**src/hdl/llc_replacement_ship_dip_deadblock_macros.svh**
```systemverilog
// ----------------------------------------------------------------------------
// LLC replacement assertion macros
// Shared concurrent check forms, clocked on clk and disabled in reset.
// ----------------------------------------------------------------------------
`ifndef LLC_REPLACEMENT_SHIP_DIP_DEADBLOCK_MACROS_SVH
`define LLC_REPLACEMENT_SHIP_DIP_DEADBLOCK_MACROS_SVH

// consequent holds in the same cycle
`define LRSD_ASSERT_NOW(label, ante, cons, msg) \
    label: assert property (@(posedge clk) disable iff (!rst_n) (ante) |-> (cons)) \
        else $error(msg);

// consequent holds in the following cycle
`define LRSD_ASSERT_NEXT(label, ante, cons, msg) \
    label: assert property (@(posedge clk) disable iff (!rst_n) (ante) |=> (cons)) \
        else $error(msg);

`endif

```
**src/hdl/lrsd_pkg.sv**
```systemverilog
// ----------------------------------------------------------------------------
// LLC replacement package
// Shared types and fixed constants of the replacement policy block.
// ----------------------------------------------------------------------------
`default_nettype none

package lrsd_pkg;

    localparam int SET_IN_W    = 11;
    localparam int WAY_IN_W    = 4;
    localparam int PC_W        = 64;
    localparam int TYPE_W      = 2;
    localparam int PERIOD_W    = 24;
    localparam int THR_W       = 2;
    localparam int DEAD_W      = 2;
    localparam int SIGC_W      = 2;
    localparam int LFSR_W      = 16;
    localparam int APB_DATA_W  = 32;
    localparam int APB_ADDR_W  = 3;
    localparam int PC_FOLD     = 16;
    localparam int BIP_BITS    = 5;

    localparam logic              CMD_QUERY          = 1'b0;
    localparam logic              CMD_UPDATE         = 1'b1;
    localparam logic [TYPE_W-1:0] ACCESS_LOAD        = 2'd0;
    localparam logic              REG_DECAY_PERIOD   = 1'b0;
    localparam logic              REG_DEAD_THRESHOLD = 1'b1;

    localparam logic [PERIOD_W-1:0] DECAY_RESET = 24'd100000;
    localparam logic [THR_W-1:0]    THR_RESET   = 2'd2;
    localparam logic [LFSR_W-1:0]   LFSR_SEED   = 16'd1;
    localparam logic [LFSR_W-1:0]   LFSR_TAPS   = 16'hB400;
    localparam logic [SIGC_W-1:0]   SIG_RESET   = 2'd1;
    localparam logic [SIGC_W-1:0]   SIG_MAX     = 2'd3;
    localparam logic [DEAD_W-1:0]   DEAD_MAX    = 2'd3;

    typedef struct packed {
        logic init_step;
        logic capture;
        logic sweep_step;
        logic read;
        logic modify;
        logic finish;
        logic load_out;
    } ctrl_cmd_t;

    typedef struct packed {
        logic init_last;
        logic need_decay;
        logic sweep_last;
        logic out_free;
    } dp_status_t;

endpackage

`default_nettype wire

```
**src/hdl/lrsd_ctrl.sv**
```systemverilog
// ----------------------------------------------------------------------------
// LLC replacement controller
// Sequences clearing, decay sweeps and the per-request read-modify-write.
// ----------------------------------------------------------------------------
`default_nettype none
`include "llc_replacement_ship_dip_deadblock_macros.svh"

module lrsd_ctrl (
    input  wire logic                clk,
    input  wire logic                rst_n,
    input  wire logic                in_valid,
    input  wire lrsd_pkg::dp_status_t status,
    output lrsd_pkg::ctrl_cmd_t      cmd,
    output logic                     in_ready
);
    import lrsd_pkg::*;

    typedef enum logic [6:0] {
        ST_INIT   = 7'b0000001,
        ST_IDLE   = 7'b0000010,
        ST_DECAY  = 7'b0000100,
        ST_READ   = 7'b0001000,
        ST_MODIFY = 7'b0010000,
        ST_FINISH = 7'b0100000,
        ST_HOLD   = 7'b1000000
    } state_t;

    state_t state_reg;
    state_t state_next;

    always_ff @(posedge clk or negedge rst_n)
    begin
        if (!rst_n)
        begin
            state_reg <= ST_INIT;
        end
        else
        begin
            state_reg <= state_next;
        end
    end

    always_comb
    begin
        state_next = state_reg;
        cmd        = '0;
        in_ready   = 1'b0;
        case (state_reg)
            ST_INIT:
            begin
                cmd.init_step = 1'b1;
                if (status.init_last)
                begin
                    state_next = ST_IDLE;
                end
            end
            ST_IDLE:
            begin
                in_ready = 1'b1;
                if (in_valid)
                begin
                    cmd.capture = 1'b1;
                    state_next  = status.need_decay ? ST_DECAY : ST_READ;
                end
            end
            ST_DECAY:
            begin
                cmd.sweep_step = 1'b1;
                if (status.sweep_last)
                begin
                    state_next = ST_READ;
                end
            end
            ST_READ:
            begin
                cmd.read   = 1'b1;
                state_next = ST_MODIFY;
            end
            ST_MODIFY:
            begin
                cmd.modify = 1'b1;
                state_next = ST_FINISH;
            end
            ST_FINISH:
            begin
                cmd.finish = 1'b1;
                state_next = ST_HOLD;
            end
            ST_HOLD:
            begin
                if (status.out_free)
                begin
                    cmd.load_out = 1'b1;
                    state_next   = ST_IDLE;
                end
            end
            default:
            begin
                state_next = ST_INIT;
            end
        endcase
    end

    `LRSD_ASSERT_NEXT(a_capture_moves_on, cmd.capture,
        state_reg == ST_DECAY || state_reg == ST_READ, "capture did not start work")
    `LRSD_ASSERT_NOW(a_ready_only_idle, in_ready, !status.init_last || state_reg == ST_IDLE,
        "request taken outside idle")
    `LRSD_ASSERT_NEXT(a_finish_then_hold, cmd.finish, state_reg == ST_HOLD,
        "finish not followed by hold")

endmodule

`default_nettype wire

```
**config.mk**
```make
export PLATFORM = sky130hd
export DESIGN_NAME = lrsd_ctrl
export DESIGN_NICKNAME = d
export VERILOG_FILES = /design/src/hdl/lrsd_pkg.sv /design/src/hdl/lrsd_ctrl.sv
export VERILOG_INCLUDE_DIRS = /design/src /design/src/hdl
export SDC_FILE = /design/constraint.sdc
export NUM_CORES = 1
export LEC_CHECK = 0
export BUFFER_PORTS_ARGS = -buffer_cell sky130_fd_sc_hd__buf_4
export CELL_PAD_IN_SITES_DETAIL_PLACEMENT = 1
export CELL_PAD_IN_SITES_GLOBAL_PLACEMENT = 1
export CORE_MARGIN = 2
export CORE_UTILIZATION = 36
export CTS_BUF_LIST = sky130_fd_sc_hd__clkbuf_16
export DETAILED_ROUTE_END_ITERATION = 10
export HOLD_SLACK_MARGIN = 0.1
export PLACE_DENSITY_LB_ADDON = 0.12
export SYNTH_ARGS = -nofsm -noshare
export SYNTH_HDL_FRONTEND = slang
export SYNTH_SLANG_ARGS = --single-unit
```
**constraint.sdc**
```tcl
create_clock -name clk -period 1.95 [get_ports clk]
set_input_delay 0.0975 -clock clk [delete_from_list [all_inputs] [get_ports clk]]
set_output_delay 0.0975 -clock clk [all_outputs]
set_load 0.01 [all_outputs]
```
==> results of run 1 <==
[layer usage]
| metal | global-route usage (%) | wire length (µm) |
|---|---|---|
| met4 | 11.3 | 19 |
| met2 | 31.8 | 782 |
| met3 | 2.55 | 49 |
| met1 | 25.3 | 737 |
| met5 | 0 | 0 |
[layout by cell type, fill, tap and decap left out, drive strengths merged, types with 2 or more instances in the layout]
master       Yosys  routed
nand3            2       2
xor2             3       3
nor4             2       2
clkbuf           2       3
nor3             3       3
or4              2       2
inv              3       4
dfrtp            6       6
buf              3      21
a21oi            2       2
o211ai           2       2
nor2             5       5
nand2            3       3
and3             3       3
o21ai            4       4
nor4b            5       5
dlygate4sd3      0       3
[worst paths after layout]
path	from	endpoint	cells after the start
setup reg to reg	state_reg[5]	state_reg[2]	5
setup / recovery	state_reg[5]	cmd[5]	4
max in group asynchronous	rst_n	state_reg[0]	2
hold / removal	status[2]	state_reg[2]	3
hold reg to reg	state_reg[2]	state_reg[4]	2
min in group asynchronous	rst_n	state_reg[1]	2
[kinds of logic after synthesis]
group | Yosys count | synth area share (%)
buf+inv | 8 | 7.59
simple gates | 30 | 41.4
flops | 7 | 32.4
compound gates | 10 | 12.0
xor+xnor | 3 | 4.83
mux | 1 | 1.84
[worst max-delay path: stages (launching register included)]
cell and delay [ps]:
dfrtp_1 380, or4_4 560, nor4b_4 350, and2_2 200
buf_4 110
[stage by stage]
step | setup slack [ps] | TNS, ps | hold slack (ps) | total power, mW
after global routing | -19.1 | -19.1 | 123 | 1.06
after global placement | 342 | 0 | -80.1 | 0.617
after detailed placement | 312 | 0 | -75.8 | 0.626
final | 32.5 | 0 | 119 | 0.992
after floorplan | 248 | 0 | -198 | 0.519
after CTS | 59.5 | 0 | 121 | 0.992
[layout make-up]
cell class	instances	area (µm²)
clock buffers	3	75.1
flip-flops and latches	7	176
clock inverters	1	3.75
multi-input cells	44	327
inverters	3	11.3
fillers	163	653
repair buffers	24	188
well taps	16	20.0
[power breakdown]
group	total (mW)	switching (mW)	leakage (nW)	internal [mW]
combinational	0.413	0.201	0.261	0.212
sequential	0.225	0.0449	0.0925	0.180
clock	0.353	0.0854	0.0423	0.268
total	0.992	0.331	0.396	0.660
[what timing repair did]
| action | 4_1_cts | 5_1_grt |
|---|---|---|
| endpoints found under the setup margin | 0 | 1 |
| buffers inserted | 0 | 1 |
| hold buffers | 3 | 0 |
| hold endpoints to repair | 9 | 0 |
==> impl_metrics.env, run 1 <==
export IMPL_drtIter0Drc=4
export IMPL_port_buffers=14
export IMPL_synth_common_cells="6 x dfrtp_1, 5 x nor2_1"
export IMPL_first_pass_iters=4
export IMPL_syn_nets=66
export IMPL_synth_seq_cells=7
export IMPL_outcome="completed"
export IMPL_synth_seq_area_share_pct=32.4
export IMPL_fp_dieH_um=42.9
export IMPL_vdd_drop_max_v=0.000446
export IMPL_path_max_fanout=4
export IMPL_placed_area_um2=684
export IMPL_hold_viol=0
export IMPL_syn_avg_cell_area_um2=9.22
export IMPL_power_density_nw_per_um2=1240
export IMPL_slew_viol_final=0
export IMPL_yosys_warnings=0
export IMPL_clk_path_buf_depth=2
export IMPL_critPathKind="reg -> out"
export IMPL_floorplan_die_area_um2=1840
export IMPL_leakage_nw=0.396
export IMPL_antenna_found_initial=0
export IMPL_ff2ff_setup_slack_ps=230
export IMPL_gp_congestion=0.737
export IMPL_clk_pin_slew_ps=40
export IMPL_root_buffer="clkbuf_16"
export IMPL_grt_max_degree=12
export IMPL_boundaryPins=15
export IMPL_yosysTopAreaCell="dfrtp_1"
export IMPL_grt_setup_unrepaired="true"
export IMPL_synth_area_leaders="dfrtp_1 28%, dfstp_2 4.8%, nor4b_1 4.8%"
export IMPL_skew_ps=0.757
export IMPL_cts_made_buffers=3
export IMPL_cts_sinks=7
export IMPL_grt_pass1_vias=544
export IMPL_crit_required_ps=1850
export IMPL_relSlewSlack_pct=60.0
export IMPL_start_util_pct=37.4
export IMPL_postLayoutCellArea_um2=801
export IMPL_drv_cap=0
export IMPL_grt_pass1_wl_um=2620
export IMPL_nets=90
export IMPL_largest_register_ffs=7
export IMPL_worstMarginPinSlew_ps=595
export IMPL_yosysMostFrequentCell="dfrtp_1"
export IMPL_fmax_mhz=522
export IMPL_dp_final_hpwl_um=1110
export IMPL_postCtsResizedCells=0
export IMPL_drc_errors=0
export IMPL_period_needed_ps=1920
export IMPL_wl_um=1590
export IMPL_antenna_cells=0
export IMPL_die_w_um=42.9
export IMPL_endpoint_kind="primary output"
export IMPL_synth_edf_count=0
export IMPL_viasPerCell=5.39
export IMPL_cts_tree="built"
export IMPL_fin_cells=98
export IMPL_hp_class="in -> reg"
export IMPL_synth_area_um2=544
export IMPL_clock_latency_ps=230
export IMPL_post_drt_wl_per_cell_um=16.2
export IMPL_overflow=0
export IMPL_dp_cells=90
export IMPL_start_kind="flip-flop"
export IMPL_crit_arrival_ps=1820
export IMPL_synth_cells=59
export IMPL_core_area_um2=1450
export IMPL_report_final_setup_viol=0
export IMPL_async_flop_share_pct=100
export IMPL_drive_gt1_share_pct=41.5
export IMPL_rows=14
export IMPL_postRouteAntennaNets=0
export IMPL_htree_levels=1
export IMPL_track_usage_pct=19.8
export IMPL_post_route_util_pct=55.1
export IMPL_area_growth_pct=47.1
export IMPL_finalCritPeriodShare_pct=98.3
export IMPL_num_vias=528
export IMPL_ys_types=33
export IMPL_synth_flop_cell="dfrtp_1"
export IMPL_synth_top_area_share_pct=27.6
(Power assumes the default switching activity.)
==> inputs of run 2 (changes only) <==
--- a/config.mk
+++ b/config.mk
@@ -10,7 +10,7 @@
 export CELL_PAD_IN_SITES_DETAIL_PLACEMENT = 1
 export CELL_PAD_IN_SITES_GLOBAL_PLACEMENT = 1
 export CORE_MARGIN = 2
-export CORE_UTILIZATION = 36
+export CORE_UTILIZATION = 39
 export CTS_BUF_LIST = sky130_fd_sc_hd__clkbuf_16
 export DETAILED_ROUTE_END_ITERATION = 10
 export HOLD_SLACK_MARGIN = 0.1
==> constraint.sdc (replaced) <==
create_clock -name clk -period 2.26 [get_ports clk]
set_input_delay 0.113 -clock clk [delete_from_list [all_inputs] [get_ports clk]]
set_output_delay 0.113 -clock clk [all_outputs]
set_load 0.01 [all_outputs]
==> run 2 against run 1 <==
  * Via count decreased by 4.9%
  * Highest routed layer unchanged
  * Hold slack improved by 54 ps
  * Total power shrank 18%
  * First-iteration DRC count rose by 130%
  * Sequential share of layout area rose by 1.6 points
  * Critical path type unchanged
  * Clock power fell by 15%
  * Clock skew shrank 0.52 ps
  * Flip-flop and latch count is the same
  * Largest power group is now the clock network
  * Final area decreased by 6.7%
==> impl_metrics.env, run 2 (synthesis results as in run 1) <==
export IMPL_gp_congestion=0.739
export IMPL_boundaryPins=15
export IMPL_wl_um=1450
export IMPL_drtIter0Drc=9
export IMPL_rows=13
export IMPL_nets=83
export IMPL_report_final_setup_viol=0
export IMPL_leakage_nw=0.358
export IMPL_fin_cells=90
export IMPL_clk_path_buf_depth=2
export IMPL_track_usage_pct=22.6
export IMPL_start_kind="flip-flop"
export IMPL_drc_errors=0
export IMPL_die_w_um=41.4
export IMPL_fillers=147
export IMPL_first_pass_iters=3
export IMPL_relSlewSlack_pct=64.6
export IMPL_start_util_pct=41.8
export IMPL_floorplan_die_area_um2=1710
export IMPL_path_buf_inv=1
export IMPL_setup_tns_ps=0
export IMPL_cp_slowest_stage_delay_ps=580
export IMPL_dp_cells=83
export IMPL_port_buffers=14
export IMPL_post_drt_wl_per_cell_um=16.1
export IMPL_dp_final_hpwl_um=985
export IMPL_power_density_nw_per_um2=1090
export IMPL_grt_pass1_wl_um=2320
export IMPL_core_area_um2=1300
export IMPL_drive_gt1_share_pct=36.0
export IMPL_outcome="completed"
export IMPL_crit_chain="or4_4 -> nor4b_4 -> and2_2 -> buf_4"
export IMPL_layout_commonest_cell="buf_4"
export IMPL_hp_class="in -> reg"
export IMPL_hold_viol=0
export IMPL_largest_register_ffs=7
export IMPL_crit_required_ps=2150
export IMPL_clk_pin_slew_ps=40
export IMPL_placed_area_um2=638
export IMPL_drv_cap=0
export IMPL_cts_sinks=7
export IMPL_cts_made_buffers=3
export IMPL_layout_common_cells="14 x buf_4, 6 x dfrtp_1, 5 x nor2_1, 4 x inv_1"
export IMPL_slew_viol_final=0
export IMPL_vdd_drop_max_v=0.000796
export IMPL_postLayoutCellArea_um2=747
export IMPL_critPathKind="reg -> out"
export IMPL_fp_dieH_um=41.4
export IMPL_path_max_fanout=8
export IMPL_worstMarginPinSlew_ps=527
export IMPL_finalCritPeriodShare_pct=88.3
export IMPL_viasPerCell=5.58
export IMPL_clock_latency_ps=230
export IMPL_postRouteAntennaNets=0
export IMPL_skew_ps=0.235
export IMPL_antenna_found_initial=0
export IMPL_grt_max_degree=13
export IMPL_period_needed_ps=2000
export IMPL_grt_setup_unrepaired="false"
export IMPL_postCtsResizedCells=0
export IMPL_fmax_mhz=501
export IMPL_crit_arrival_ps=1880
export IMPL_num_vias=502
export IMPL_htree_levels=1
export IMPL_overflow=0
export IMPL_power_mw=0.818
export IMPL_cts_tree="built"
export IMPL_area_growth_pct=37.2
export IMPL_slowest_stage="or4_4"
export IMPL_endpoint_kind="primary output"
export IMPL_antenna_cells=0
export IMPL_critical_path_top_delay_family="simple AND/OR/NAND/NOR gates"
export IMPL_root_buffer="clkbuf_16"
export IMPL_ff2ff_setup_slack_ps=510
export IMPL_grt_pass1_vias=500
-- run 2: layer usage --
| layer | part of all wire (%) | up-vias | GRT usage [%] |
|---|---|---|---|
| met2 | 48 | 12 | 34.8 |
| met5 | 0 | - | 0 |
| met1 | 45 | 238 | 27.5 |
| li1 | - | 248 | - |
| met4 | 2.8 | 0 | 14.5 |
| met3 | 4.7 | 4 | 6.38 |
-- run 2: report_power, final --
part,internal (mW),leakage [nW],switching [mW]
combinational,0.157,0.223,0.136
sequential,0.155,0.0925,0.0691
clock,0.230,0.0423,0.0695
total,0.543,0.358,0.275
-- run 2: repair_timing --
action / CTS / global route
endpoints found under the hold margin: 9 / 0
hold buffers: 3 / 0
buffers inserted: 0 / 0
-- run 2: through the flow --
stage               hold slack, ps  setup WS (ps)  util [%]
floorplan                     -183            558         -
global route                   210            136      57.4
finish                         173            264      57.4
global placement             -66.6            528      49.0
CTS                            178            258      57.4
detailed placement           -66.9            504      49.0
-- run 2: path summary, 6_finish.rpt --
| path | startpoint | cells after the start | end |
|---|---|---|---|
| min reg2reg | state_reg[2] | 1 | state_reg[4] |
| max reg2reg | state_reg[1] | 4 | state_reg[3] |
| min in group asynchronous | rst_n | 2 | state_reg[5] |
| max | state_reg[5] | 4 | cmd[5] |
| max in group asynchronous | rst_n | 2 | state_reg[0] |
| min | status[2] | 3 | state_reg[2] |
-- run 2: area by class of cell --
| class | instances | area (µm²) | share of cell area, % |
|---|---|---|---|
| inverter | 3 | 11.3 | 1.51 |
| multi-input combinational | 44 | 327 | 43.7 |
| tap | 15 | 18.8 | 2.51 |
| sequential | 7 | 176 | 23.6 |
| timing repair buffer | 17 | 135 | 18.1 |
| clock inverter | 1 | 3.75 | 0.503 |
| clock buffer | 3 | 75.1 | 10.1 |
-- run 2: worst register-to-register path, stage by stage (launching register included) --
cell	delay (ps)
dfrtp_1	510
or4_4	630
nor4b_2	310
a21oi_1	90
nor2_1	130
